[config.mk]
export PLATFORM = sky130hd
export DESIGN_NAME = serial_command_recognizer
export DESIGN_NICKNAME = d
export VERILOG_FILES = /design/src/scr_pkg.sv /design/src/scr_front.sv /design/src/scr_queue.sv /design/src/scr_back.sv /design/src/serial_command_recognizer.sv
export SDC_FILE = /design/constraint.sdc
export NUM_CORES = 1
export LEC_CHECK = 0
export ABC_AREA = 1
export BUFFER_PORTS_ARGS = -buffer_cell sky130_fd_sc_hd__buf_2
export CORE_ASPECT_RATIO = 2
export CORE_MARGIN = 10
export CORE_UTILIZATION = 60
export CTS_BUF_LIST = sky130_fd_sc_hd__clkbuf_8
export DETAILED_ROUTE_END_ITERATION = 10
export GPL_TIMING_DRIVEN = 0
export HOLD_SLACK_MARGIN = 0.08
export PLACE_DENSITY_LB_ADDON = 0.2
export SYNTH_ARGS = -nofsm -noshare
export SYNTH_HDL_FRONTEND = slang
export SYNTH_HIERARCHICAL = 1
export SYNTH_SLANG_ARGS = --single-unit
[constraint.sdc]
create_clock -name clk -period 6.9 [get_ports clk]
set_input_delay 0.69 -clock clk [delete_from_list [all_inputs] [get_ports clk]]
set_output_delay 0.69 -clock clk [all_outputs]
set_load 0.02 [all_outputs]
[src/scr_pkg.sv]
// shared types, phrase tables and step functions for the serial command recognizer
// no dependencies; used by scr_front, scr_queue, scr_back and the top level
package scr_pkg;

  localparam int NPHRASE = 17;
  localparam int QDEPTH = 4;
  localparam int QPTR_W = 2;

  // command codes
  localparam logic [4:0] CMD_SERVO_ANGLE = 5'd4;
  localparam logic [4:0] CMD_SERVO_MAX = 5'd3;
  localparam logic [4:0] CMD_UNKNOWN = 5'd15;
  localparam logic [4:0] CMD_EMPTY = 5'd16;

  // servo number parser phases
  localparam logic [2:0] PH_PREFIX = 3'd0;
  localparam logic [2:0] PH_WS = 3'd1;
  localparam logic [2:0] PH_SIGN = 3'd2;
  localparam logic [2:0] PH_DIGITS = 3'd3;
  localparam logic [2:0] PH_FAIL = 3'd4;
  localparam logic [2:0] PH_DONE = 3'd5;

  localparam logic [9:0] NUM_CAP = 10'd1023;

  // phrases padded to 16 characters, first character in the top byte
  localparam logic [127:0] PHRASE_TEXT [NPHRASE] = '{
    "servo off       ",
    "servo on        ",
    "servo sweep on  ",
    "servo sweep off ",
    "servo stop      ",
    "light on        ",
    "light off       ",
    "light toggle    ",
    "light blink     ",
    "fan on          ",
    "fan off         ",
    "pump on         ",
    "pump off        ",
    "mode auto       ",
    {"set", "_mode auto   "},
    "mode manual     ",
    {"set", "_mode manual "}
  };

  localparam logic [3:0] PHRASE_LEN [NPHRASE] = '{
    4'd9, 4'd8, 4'd14, 4'd15, 4'd10, 4'd8, 4'd9, 4'd12, 4'd11,
    4'd6, 4'd7, 4'd7, 4'd8, 4'd9, 4'd13, 4'd11, 4'd15
  };

  localparam logic [4:0] PHRASE_CODE [NPHRASE] = '{
    5'd0, 5'd1, 5'd2, 5'd3, 5'd3, 5'd5, 5'd6, 5'd7, 5'd8,
    5'd9, 5'd10, 5'd11, 5'd12, 5'd13, 5'd13, 5'd14, 5'd14
  };

  // one normalized item handed from front to back
  typedef struct packed {
    logic       has_space;
    logic       has_char;
    logic [7:0] ch;
    logic       last;
  } q_entry_t;

  typedef struct packed {
    logic [2:0] phase;
    logic [9:0] value;
    logic       negative;
  } num_t;

  function automatic logic [7:0] servo_prefix(logic [3:0] p);
    logic [7:0] r;
    unique case (p)
      4'd0: r = "s";
      4'd1: r = "e";
      4'd2: r = "r";
      4'd3: r = "v";
      4'd4: r = "o";
      default: r = 8'h00;
    endcase
    return r;
  endfunction

  function automatic logic is_ws(logic [7:0] c);
    return (c == 8'h20) || (c == 8'h09) || (c == 8'h0A) || (c == 8'h0B) ||
           (c == 8'h0C) || (c == 8'h0D);
  endfunction

  // drop every phrase that is too short or whose character at this position differs
  function automatic logic [NPHRASE-1:0] phrase_step(logic [NPHRASE-1:0] alive,
                                                      logic [3:0] pos4, logic big,
                                                      logic [7:0] c);
    logic [NPHRASE-1:0] r;
    r = alive;
    for (int k = 0; k < NPHRASE; k++) begin
      if (big || (pos4 >= PHRASE_LEN[k]) ||
          (PHRASE_TEXT[k][8*(15-int'(pos4)) +: 8] != c)) begin
        r[k] = 1'b0;
      end
    end
    return r;
  endfunction

  // one character through the "servo N" parser
  function automatic num_t num_step(num_t s, logic [3:0] pos4, logic big, logic [7:0] c);
    num_t        r;
    logic        digit;
    logic [9:0]  dval;
    logic [13:0] v;
    r = s;
    digit = (c >= "0") && (c <= "9");
    dval = 10'(c) - 10'd48;
    v = 14'(s.value) * 14'd10 + 14'(dval);
    unique case (s.phase)
      PH_PREFIX: begin
        if (!big && (pos4 < 4'd5) && (c == servo_prefix(pos4))) begin
          r.phase = (pos4 == 4'd4) ? PH_WS : PH_PREFIX;
        end else begin
          r.phase = PH_FAIL;
        end
      end
      PH_WS: begin
        if (is_ws(c)) begin
          r.phase = PH_WS;
        end else if (c == "+") begin
          r.phase = PH_SIGN;
        end else if (c == "-") begin
          r.phase = PH_SIGN;
          r.negative = 1'b1;
        end else if (digit) begin
          r.phase = PH_DIGITS;
          r.value = dval;
        end else begin
          r.phase = PH_FAIL;
        end
      end
      PH_SIGN: begin
        if (digit) begin
          r.phase = PH_DIGITS;
          r.value = dval;
        end else begin
          r.phase = PH_FAIL;
        end
      end
      PH_DIGITS: begin
        if (digit) begin
          r.value = (v > 14'(NUM_CAP)) ? NUM_CAP : v[9:0];
        end else begin
          r.phase = PH_DONE;
        end
      end
      default: r = s;
    endcase
    return r;
  endfunction

endpackage

[src/scr_front.sv]
// front end: takes raw bytes, counts them and normalizes spacing and case
// depends on scr_pkg; pushes one entry per produced character or line end
module scr_front #(
  parameter int MAX_LINE = 47,
  parameter int POS_W = 6
) (
  input  logic              clk,
  input  logic              rst,
  input  logic              s_tvalid,
  output logic              s_tready,
  input  logic [7:0]        s_tdata,   // [7:0] char_byte
  input  logic              s_tlast,   // line_end
  input  logic              q_full,
  output logic              q_push,
  output scr_pkg::q_entry_t q_data
);

  logic [POS_W-1:0] raw_count, raw_count_next;
  logic             after_space, after_space_next;
  logic             space_pending, space_pending_next;
  logic             string_ended, string_ended_next;
  logic             accept;
  logic [7:0]       c;

  assign s_tready = !q_full;
  assign accept = s_tvalid && s_tready;

  always_comb begin
    raw_count_next = raw_count;
    after_space_next = after_space;
    space_pending_next = space_pending;
    string_ended_next = string_ended;
    q_data = '0;
    q_data.last = s_tlast;
    c = s_tdata;
    if (c == 8'h09) begin
      c = 8'h20;
    end
    if ((c >= "A") && (c <= "Z")) begin
      c = c + 8'd32;
    end
    q_data.ch = c;
    if (!string_ended && (raw_count < POS_W'(MAX_LINE))) begin
      raw_count_next = raw_count + POS_W'(1);
      if (s_tdata == 8'h00) begin
        string_ended_next = 1'b1;
      end else if (c == 8'h20) begin
        if (!after_space) begin
          space_pending_next = 1'b1;
        end
        after_space_next = 1'b1;
      end else begin
        q_data.has_space = space_pending;
        q_data.has_char = 1'b1;
        space_pending_next = 1'b0;
        after_space_next = 1'b0;
      end
    end
    q_push = accept && (q_data.has_char || s_tlast);
  end

  always_ff @(posedge clk) begin
    if (rst || (accept && s_tlast)) begin
      raw_count <= '0;
      after_space <= 1'b1;
      space_pending <= 1'b0;
      string_ended <= 1'b0;
    end else if (accept) begin
      raw_count <= raw_count_next;
      after_space <= after_space_next;
      space_pending <= space_pending_next;
      string_ended <= string_ended_next;
    end
  end

endmodule

[src/scr_queue.sv]
// short register queue between front and back
// depends on scr_pkg for the entry type and depth
module scr_queue (
  input  logic              clk,
  input  logic              rst,
  input  logic              push,
  input  scr_pkg::q_entry_t push_data,
  output logic              full,
  input  logic              pop,
  output logic              valid,
  output scr_pkg::q_entry_t head
);

  scr_pkg::q_entry_t         entries [scr_pkg::QDEPTH];
  logic [scr_pkg::QPTR_W-1:0] wr_ptr, rd_ptr;
  logic [scr_pkg::QPTR_W:0]   count;

  assign full = (count == (scr_pkg::QPTR_W+1)'(scr_pkg::QDEPTH));
  assign valid = (count != '0);
  assign head = entries[rd_ptr];

  always_ff @(posedge clk) begin
    if (push) begin
      entries[wr_ptr] <= push_data;
    end
  end

  always_ff @(posedge clk) begin
    if (rst) begin
      wr_ptr <= '0;
      rd_ptr <= '0;
      count <= '0;
    end else begin
      if (push) begin
        wr_ptr <= wr_ptr + 1'b1;
      end
      if (pop) begin
        rd_ptr <= rd_ptr + 1'b1;
      end
      unique case ({push, pop})
        2'b10: count <= count + 1'b1;
        2'b01: count <= count - 1'b1;
        default: count <= count;
      endcase
    end
  end

endmodule

[src/scr_back.sv]
// back end: phrase matching, servo number parsing and the result register
// depends on scr_pkg for tables, step functions and command codes
module scr_back #(
  parameter int POS_W = 6
) (
  input  logic              clk,
  input  logic              rst,
  input  logic              q_valid,
  input  scr_pkg::q_entry_t q_head,
  output logic              q_pop,
  output logic              m_tvalid,
  input  logic              m_tready,
  output logic [15:0]       m_tdata    // [4:0] command_code, [12:5] servo_angle
);

  logic [scr_pkg::NPHRASE-1:0] alive, alive1, alive2;
  logic [POS_W-1:0]            pos, pos1, pos2;
  scr_pkg::num_t               num, num1, num2;
  logic                        matched;
  logic [4:0]                  mcode, code;
  logic [7:0]                  angle;
  logic                        num_ok;

  assign q_pop = q_valid && (!q_head.last || !m_tvalid || m_tready);

  always_comb begin
    // held space first, then the character at the next position
    alive1 = alive;
    num1 = num;
    pos1 = pos;
    if (q_head.has_space) begin
      alive1 = scr_pkg::phrase_step(alive, pos[3:0], |pos[POS_W-1:4], 8'h20);
      num1 = scr_pkg::num_step(num, pos[3:0], |pos[POS_W-1:4], 8'h20);
      pos1 = pos + POS_W'(1);
    end
    alive2 = alive1;
    num2 = num1;
    pos2 = pos1;
    if (q_head.has_char) begin
      alive2 = scr_pkg::phrase_step(alive1, pos1[3:0], |pos1[POS_W-1:4], q_head.ch);
      num2 = scr_pkg::num_step(num1, pos1[3:0], |pos1[POS_W-1:4], q_head.ch);
      pos2 = pos1 + POS_W'(1);
    end

    matched = 1'b0;
    mcode = scr_pkg::CMD_UNKNOWN;
    for (int k = 0; k < scr_pkg::NPHRASE; k++) begin
      if (alive2[k] && (pos2 == POS_W'(scr_pkg::PHRASE_LEN[k]))) begin
        matched = 1'b1;
        mcode = scr_pkg::PHRASE_CODE[k];
      end
    end

    num_ok = ((num2.phase == scr_pkg::PH_DIGITS) || (num2.phase == scr_pkg::PH_DONE)) &&
             ((num2.value == 10'd0) ||
              (!num2.negative && ((num2.value == 10'd90) || (num2.value == 10'd180))));

    angle = 8'd0;
    priority if (pos2 == '0) begin
      code = scr_pkg::CMD_EMPTY;
    end else if (matched && (mcode <= scr_pkg::CMD_SERVO_MAX)) begin
      code = mcode;
    end else if (num_ok) begin
      code = scr_pkg::CMD_SERVO_ANGLE;
      angle = num2.value[7:0];
    end else if (matched) begin
      code = mcode;
    end else begin
      code = scr_pkg::CMD_UNKNOWN;
    end
  end

  always_ff @(posedge clk) begin
    if (rst || (q_pop && q_head.last)) begin
      alive <= '1;
      pos <= '0;
      num <= '{phase: scr_pkg::PH_PREFIX, value: 10'd0, negative: 1'b0};
    end else if (q_pop) begin
      alive <= alive2;
      pos <= pos2;
      num <= num2;
    end
  end

  always_ff @(posedge clk) begin
    if (rst) begin
      m_tvalid <= 1'b0;
    end else if (q_pop && q_head.last) begin
      m_tvalid <= 1'b1;
    end else if (m_tready) begin
      m_tvalid <= 1'b0;
    end
  end

  always_ff @(posedge clk) begin
    if (q_pop && q_head.last) begin
      m_tdata <= {3'b000, angle, code};
    end
  end

endmodule

[src/serial_command_recognizer.sv]
// serial command recognizer: bytes of a command line in, one command code per line out
// Input channel s_*: one raw byte per item in s_tdata, s_tlast marks the line's last byte.
// Output channel m_*: one item per line, command code and servo angle in m_tdata.
// Bytes are normalized in the front end (tab to space, lowercase, space runs collapsed,
// leading and trailing spaces dropped, counting stops after MAX_LINE bytes or a zero byte).
// The back end compares against all phrases in parallel and parses "servo N".
// Throughput: one byte per cycle unless the queue is full; the back end consumes one
// queue entry per cycle unless a result waits on m_tready; an entry carries at most
// a held space and one character. Results pass the queue, then the output register.
// A four-entry queue sits between front and back; when m_tready is low the finished
// result stays in the output register, the back end keeps consuming non-final entries,
// and s_tready drops only once the queue fills.
// Reset (rst, synchronous) empties the queue and the output and starts a fresh line.
// No clearing pass is needed after reset.
// Depends on scr_pkg, scr_front, scr_queue and scr_back.
module serial_command_recognizer #(
  parameter int MAX_LINE = 47
) (
  input  logic        clk,
  input  logic        rst,
  input  logic        s_tvalid,
  output logic        s_tready,
  input  logic [7:0]  s_tdata,   // [7:0] char_byte
  input  logic        s_tlast,   // line_end
  output logic        m_tvalid,
  input  logic        m_tready,
  output logic [15:0] m_tdata    // [4:0] command_code, [12:5] servo_angle, [15:13] zero
);

  localparam int POS_W = $clog2(MAX_LINE + 1);

  logic              q_full, q_push, q_pop, q_valid;
  scr_pkg::q_entry_t q_data, q_head;

  scr_front #(
    .MAX_LINE(MAX_LINE),
    .POS_W(POS_W)
  ) u_front (
    .clk(clk),
    .rst(rst),
    .s_tvalid(s_tvalid),
    .s_tready(s_tready),
    .s_tdata(s_tdata),
    .s_tlast(s_tlast),
    .q_full(q_full),
    .q_push(q_push),
    .q_data(q_data)
  );

  scr_queue u_queue (
    .clk(clk),
    .rst(rst),
    .push(q_push),
    .push_data(q_data),
    .full(q_full),
    .pop(q_pop),
    .valid(q_valid),
    .head(q_head)
  );

  scr_back #(
    .POS_W(POS_W)
  ) u_back (
    .clk(clk),
    .rst(rst),
    .q_valid(q_valid),
    .q_head(q_head),
    .q_pop(q_pop),
    .m_tvalid(m_tvalid),
    .m_tready(m_tready),
    .m_tdata(m_tdata)
  );

`ifndef SYNTH
  a_no_push_when_full: assert property (@(posedge clk) disable iff (rst)
    q_push |-> !q_full) else $error("queue push while full");

  a_code_range: assert property (@(posedge clk) disable iff (rst)
    m_tvalid |-> (m_tdata[4:0] <= scr_pkg::CMD_EMPTY))
    else $error("command code out of range");

  a_angle_only_servo: assert property (@(posedge clk) disable iff (rst)
    (m_tvalid && (m_tdata[12:5] != 8'd0)) |-> (m_tdata[4:0] == scr_pkg::CMD_SERVO_ANGLE))
    else $error("servo angle set for a non-angle command");

  a_pop_has_data: assert property (@(posedge clk) disable iff (rst)
    q_pop |-> q_valid) else $error("queue pop while empty");
`endif

endmodule
==> results of run 1 <==
## path summary, 6_finish.rpt
check / start / to / slack [ps] / cells past startpoint
setup reg to reg: flip-flop / u_back/m_tdata[0]$_SDFFCE_PP0P_ / 1230 / 25
setup / recovery: flip-flop / u_back/m_tdata[0]$_SDFFCE_PP0P_ / 1230 / 25
hold reg to reg: u_queue/rd_ptr[1]$_SDFFE_PP0P_ / flip-flop / 440 / 1
hold / removal: u_queue/rd_ptr[1]$_SDFFE_PP0P_ / flip-flop / 440 / 1
## stage by stage
stage / setup WS (ps) / area [um^2] / utilization / instances
after floorplan: 2856 / 10750 / - / 1636
after global placement: 1593 / 11150 / 0.6300 / 1876
after detailed placement: 1494 / 11150 / 0.6300 / 1876
after CTS: 1451 / 11530 / 0.6513 / 1908
after global routing: 841.3 / 11530 / 0.6513 / 1908
final: 1226 / 11530 / 0.6513 / 1908
## metal layers
| layer | GRT usage | up-vias | share of wire |
|---|---|---|---|
| li1 | - | 5487 | - |
| met1 | 0.3152 | 5281 | 0.33 |
| met5 | 0 | - | 0 |
| met3 | 0.05680 | 229 | 0.076 |
| met4 | 0.2410 | 0 | 0.084 |
| met2 | 0.5493 | 651 | 0.51 |
## cells by family after synthesis
kind of cell             after synthesis  synth area share
other                                  1         0.0003493
AND/OR/NAND/NOR                      828            0.3498
adder cells (fa/ha/maj)               58           0.06969
buffers and inverters                260            0.1015
AO/OA/AOI/OAI                        318            0.1692
flip-flops                           113            0.2638
XOR/XNOR                              55           0.04557
## synth_stat cells (9+ instances only)
cell type	instances	share of area
a21oi_1	88	0.041
nor2_1	195	0.068
o21ai_1	37	0.017
nand3_1	128	0.060
xor2_1	48	0.039
clkbuf_1	27	0.0094
buf_2	14	0.0065
ha_1	55	0.064
o21ai_0	116	0.054
nor2_4	9	0.0094
nor2_2	14	0.0082
nand2_2	21	0.012
dfxtp_1	56	0.10
inv_2	14	0.0049
nand4_1	25	0.015
nand2_1	371	0.13
inv_1	176	0.062
edfxtp_1	57	0.16
nor3_1	18	0.0084
o22ai_1	12	0.0070
a221o_1	9	0.0084
buf_4	16	0.011
## critical path: stages, from the launching register on
cell and delay [ps]:
dfxtp_1 420, buf_4 230, o21ai_1 90, o22ai_1 260
clkbuf_1 650, inv_1 120, buf_2 290, ha_1 430
ha_1 410, nand2_1 90, nor2_1 150, nand3_1 90
nand3_1 150, nand3_1 110, xnor2_1 480, nand2_1 240
nor2_1 120, o21ai_0 270, nand2_1 200, nand2_1 60
nand2_1 80, nand2_1 60, nor2_2 170, nand3_1 90
nand2_1 100, nor2_1 60
## registers in the layout (all words and copies together) (netlist names), named ones only
signal / flops
u_queue/count: 3
u_front/raw_count: 6
u_back/m_tvalid: 1
u_front/space_pending: 1
u_queue/rd_ptr: 2
u_back/m_tdata: 13
u_front/string_ended: 1
u_back/pos: 6
u_back/num: 14
u_back/alive: 17
u_queue/wr_ptr: 2
u_front/after_space: 1
u_queue/entries: 44
## area by class of cell
class / instances / area [um^2] / share of cell area
buffer: 68 / 369.1 / 0.03202
clock buffer: 17 / 234.0 / 0.02030
clock inverter: 15 / 143.9 / 0.01248
inverter: 192 / 720.7 / 0.06252
multi-input combinational: 1263 / 6825 / 0.5921
sequential: 113 / 2833 / 0.2457
tap: 213 / 266.5 / 0.02312
timing repair buffer: 27 / 135.1 / 0.01172
==> flow_summary_export.csv, run 1 <==
group,metric,value,unit
yosys,synth_edf_count,57,
timing,slew_violations,0,
route,drc,0,
placed_design,gp_congestion,1.092,
timing,layout_min_cycle_time,5674,ps
route,routed_wirelength,37.88,mm
clock_tree,cts_made_buffers,17,
placed_design,dp_hpwl,28.94,mm
yosys,netlist_area,10740,um^2
cells_and_area,final_cell_mix,"371 x nand2_1, 195 x nor2_1, 177 x inv_1",
timing,slew_headroom,0.1990,
route,num_vias,11650,
clock_tree,cts_tree,"built",
run,drv_cap,0,
clock_tree,root_buffer,"clkbuf_8",
global_routing,globalRouteOverflowTotal,0,
floorplanning,design.core.area,17700,um^2
cells_and_area,nNetsFinal,1753,
clock_tree,clk_latency,450,ps
yosys,ys.flop_type,"edfxtp_1",
worst_setup_path,cp_data_required_time,7100,ps
cells_and_area,fillCellCount,1691,
floorplanning,rows,69,
cells_and_area,areaGrowthSynthToFinish,7.365,%
yosys,ys_warn_count,6,
clock_tree,cts_buffer_depth,2,
yosys,yosysSeqAreaShare,0.2638,
clock_tree,post_cts_buffers,0,
global_routing,grt_max_degree,17,
floorplanning,initial_core_util,0.6066,
yosys,synth_cell_types,61,
cells_and_area,final_common_cell,"nand2_1",
clock_tree,ctsResizeCount,0,
route,via_per_inst,6.105,
min_path,hold_path_class,"reg -> reg",
worst_setup_path,cp-start-kind,"flip-flop",
timing,finalHoldViolations,0,
timing,tightest_slew,1202,ps
timing,fin_setup_tns,0,ps
yosys,ys_ff_latch,113,
floorplanning,io_pins,31,
yosys,ys_async_sr_fraction,0,
route,drtPass1Iterations,5,
clock_tree,ctsHoldBuffers,0,
clock_tree,clk_pin_slew_worst_paths,70,ps
route,postRouteAntennaNets,0,
floorplanning,die_x,114.6,um
clock_tree,clock_sinks,113,
cells_and_area,n_antenna_cell,0,
global_routing,grt_pass1_wl,59.39,mm
floorplanning,dieArea,23970,um^2
timing,rsz0062_at_grt,"no",
global_routing,grtUsageTotal,0.3140,
timing,setup_viol,0,
cells_and_area,layout-drive-gt1-share,0.1074,
worst_setup_path,cp.arrival,5880,ps
worst_setup_path,critical_path.endpoint_type,"flip-flop",
outcome,status,"complete, no violations",
worst_setup_path,worst-path-max-fanout,12,
placed_design,io_buffers,27,
worst_setup_path,crit_type,"reg -> reg",
route,drt_iter0_drc,1172,
global_routing,grt_pass1_vias,11300,
timing,worst_clock_skew,16.25,ps
yosys,syn-instance-count,1633,
route,wl_per_cell,19.85,um
clock_tree,htreeDepth,4,
timing,max_freq,176.3,MHz
global_routing,antenna_found_initial,0,
timing,post-route-period-util,0.8223,
floorplanning,die_h,209.2,um
yosys,syn_area_per_cell,6.575,um^2
timing,hold_slack,445.0,ps
Power of run 1 is left out: the tool's default activity adds up to more than one toggle a clock period on the data nets, which glitch-free logic cannot reach.
==> run 2, diff against run 1 <==
- clock period: 6.9 -> 4.7 ns (I/O delays scaled with it)
==> run 2 against run 1 <==
  * Clock skew decreased by 0.87 ps
  * Register-to-register slack got worse by 1100 ps
  * Non-clock buffer count increased by 11
  * Global-route usage increased by 0.061 points
  * Core utilization increased by 2.1 points
  * Die area unchanged
  * Cell count increased by 0.58%
  * Largest cell class unchanged
==> flow_summary_export.csv, run 2 (same netlist as run 1, synthesis figures left out) <==
group,metric,value,unit
outcome,status,"complete, no violations",
run,drv_cap,0,
worst_setup_path,r2r_end,"u_back/m_tdata[0]$_SDFFCE_PP0P_",
route,wl_per_cell,19.99,um
route,postRouteAntennaNets,0,
route,drt_iter0_drc,1223,
placed_design,dpl_cell_area,11150,um^2
global_routing,grt_pass1_wl,59.50,mm
min_path,hold_path_class,"in -> reg",
clock_tree,cts_buffer_depth,2,
timing,layout_setup_ws,174.6,ps
timing,layout_min_cycle_time,4525,ps
floorplanning,rows,69,
worst_setup_path,r2r_slack,170,ps
placed_design,pre_cts_slack,-705.9,ps
cells_and_area,layout-drive-gt1-share,0.1436,
placed_design,io_buffers,27,
floorplanning,io_pins,31,
timing,slew_violations,0,
cells_and_area,nNetsFinal,1764,
cells_and_area,final_common_cell,"nand2_1",
worst_setup_path,rr_worst_depth,32,
timing,slew_headroom,0.4336,
worst_setup_path,worst-path-max-fanout,6,
timing,worst_clock_skew,15.37,ps
floorplanning,design.core.area,17700,um^2
route,via_per_inst,6.124,
cells_and_area,reg.largest.list,"u_queue/entries x44, u_back/alive x17, u_back/num x14",
clock_tree,htreeDepth,4,
worst_setup_path,crit_path_frequent_cell,"nand2_1",
floorplanning,dieArea,23970,um^2
worst_setup_path,cp.arrival,4730,ps
timing,setup_viol,0,
cells_and_area,largest_reg_flops,44,
clock_tree,cts_made_buffers,17,
route,routed_wirelength,38.36,mm
worst_setup_path,max_stage_delay,390,ps
cells_and_area,top_register,"u_queue/entries",
route,num_vias,11750,
worst_setup_path,cp-start-kind,"flip-flop",
worst_setup_path,timing.rr.start,"u_back/num[4]$_SDFFE_PP0P_",
clock_tree,clock_sinks,113,
timing,finalHoldViolations,0,
worst_setup_path,worstSetupEndpoint,"u_back/m_tdata[0]$_SDFFCE_PP0P_",
timing,post-route-period-util,0.9628,
placed_design,dp_hpwl,28.94,mm
global_routing,grtUsageTotal,0.3146,
clock_tree,clk_latency,450,ps
floorplanning,initial_core_util,0.6066,
clock_tree,ctsHoldBuffers,0,
route,drtPass1Iterations,9,
cells_and_area,areaGrowthSynthToFinish,10.77,%
cells_and_area,stdcell_area,11890,um^2
worst_setup_path,path_buf_inv,5,
timing,fin_setup_tns,0,ps
clock_tree,root_buffer,"clkbuf_8",
clock_tree,cts_tree,"built",
worst_setup_path,path_depth,32,
timing,hold_slack,236.6,ps
global_routing,globalRouteOverflowTotal,0,
floorplanning,die_h,209.2,um
worst_setup_path,critical_path.endpoint_type,"flip-flop",
placed_design,gp_congestion,1.092,
worst_setup_path,crit_type,"reg -> reg",
floorplanning,die_x,114.6,um
clock_tree,clk_pin_slew_worst_paths,70,ps
worst_setup_path,crit_slowest_cell,"dfxtp_4",
global_routing,grt_pass1_vias,11340,
global_routing,antenna_found_initial,0,
worst_setup_path,cp_top_family,"simple AND/OR/NAND/NOR gates",
worst_setup_path,cp_data_required_time,4900,ps
timing,tightest_slew,849.6,ps
cells_and_area,n_antenna_cell,0,
worst_setup_path,worstSetupStartpoint,"u_back/num[4]$_SDFFE_PP0P_",
route,drc,0,
timing,max_freq,221.0,MHz
cells_and_area,final_cell_mix,"365 x nand2_1, 190 x nor2_1, 173 x inv_1",
global_routing,grt_max_degree,17,
run 2: cell types whose count changed in the layout (fill, tap and decap cells not counted), sizes merged:
cell / before / now
buf: 67 / 79
clkinvlp: 3 / 5
inv: 193 / 191
clkbuf: 44 / 43
run 2: layer usage:
metal	GRT usage	routed length [um]
met3	0.05737	2609
met1	0.3123	12610
met2	0.5495	19540
met5	0	0
met4	0.2514	3595
run 2: worst register-to-register path: cells and delay by family, from the launching register on:
family / cells / cell delay, ps
AND/OR/NAND/NOR: 20 / 1880
XOR/XNOR: 1 / 270
buffers and inverters: 5 / 280
AO/OA/AOI/OAI: 2 / 310
adder cells (fa/ha/maj): 4 / 1130
flip-flops: 1 / 390
run 2: worst min path at each step:
stage	to	cells after the start	from
final	u_queue/count[0]$_SDFFE_PP0P_	2	rst
after detailed placement	u_queue/rd_ptr[1]$_SDFFE_PP0P_	1	u_queue/rd_ptr[1]$_SDFFE_PP0P_
after global placement	u_queue/rd_ptr[1]$_SDFFE_PP0P_	1	u_queue/rd_ptr[1]$_SDFFE_PP0P_
after floorplan	flip-flop	1	u_queue/rd_ptr[1]$_SDFFE_PP0P_
after CTS	u_queue/count[0]$_SDFFE_PP0P_	2	rst
after global routing	u_queue/count[0]$_SDFFE_PP0P_	2	rst
run 2: final cells by class:
type	count	area, um^2
flip-flops and latches	113	2846
inverters	192	728.2
well taps	213	266.5
multi-input cells	1263	7053
clock inverters	15	143.9
repair buffers	38	217.7
fillers	1649	5806
plain buffers	68	402.9
clock buffers	17	234.0
run 2: through the flow:
step	utilization	instances
global placement	0.6300	1876
floorplan	-	1636
finish	0.6720	1919
CTS	0.6551	1910
detailed placement	0.6300	1876
global route	0.6720	1919
run 2: what timing repair did:
| item | 4_1_cts | 5_1_grt |
|---|---|---|
| resized for setup | 15 | 66 |
| endpoints found under the setup margin | 16 | 11 |
| pin swaps | 1 | 8 |
| setup buffers | 2 | 9 |
Power of run 2 is left out for the same reason.
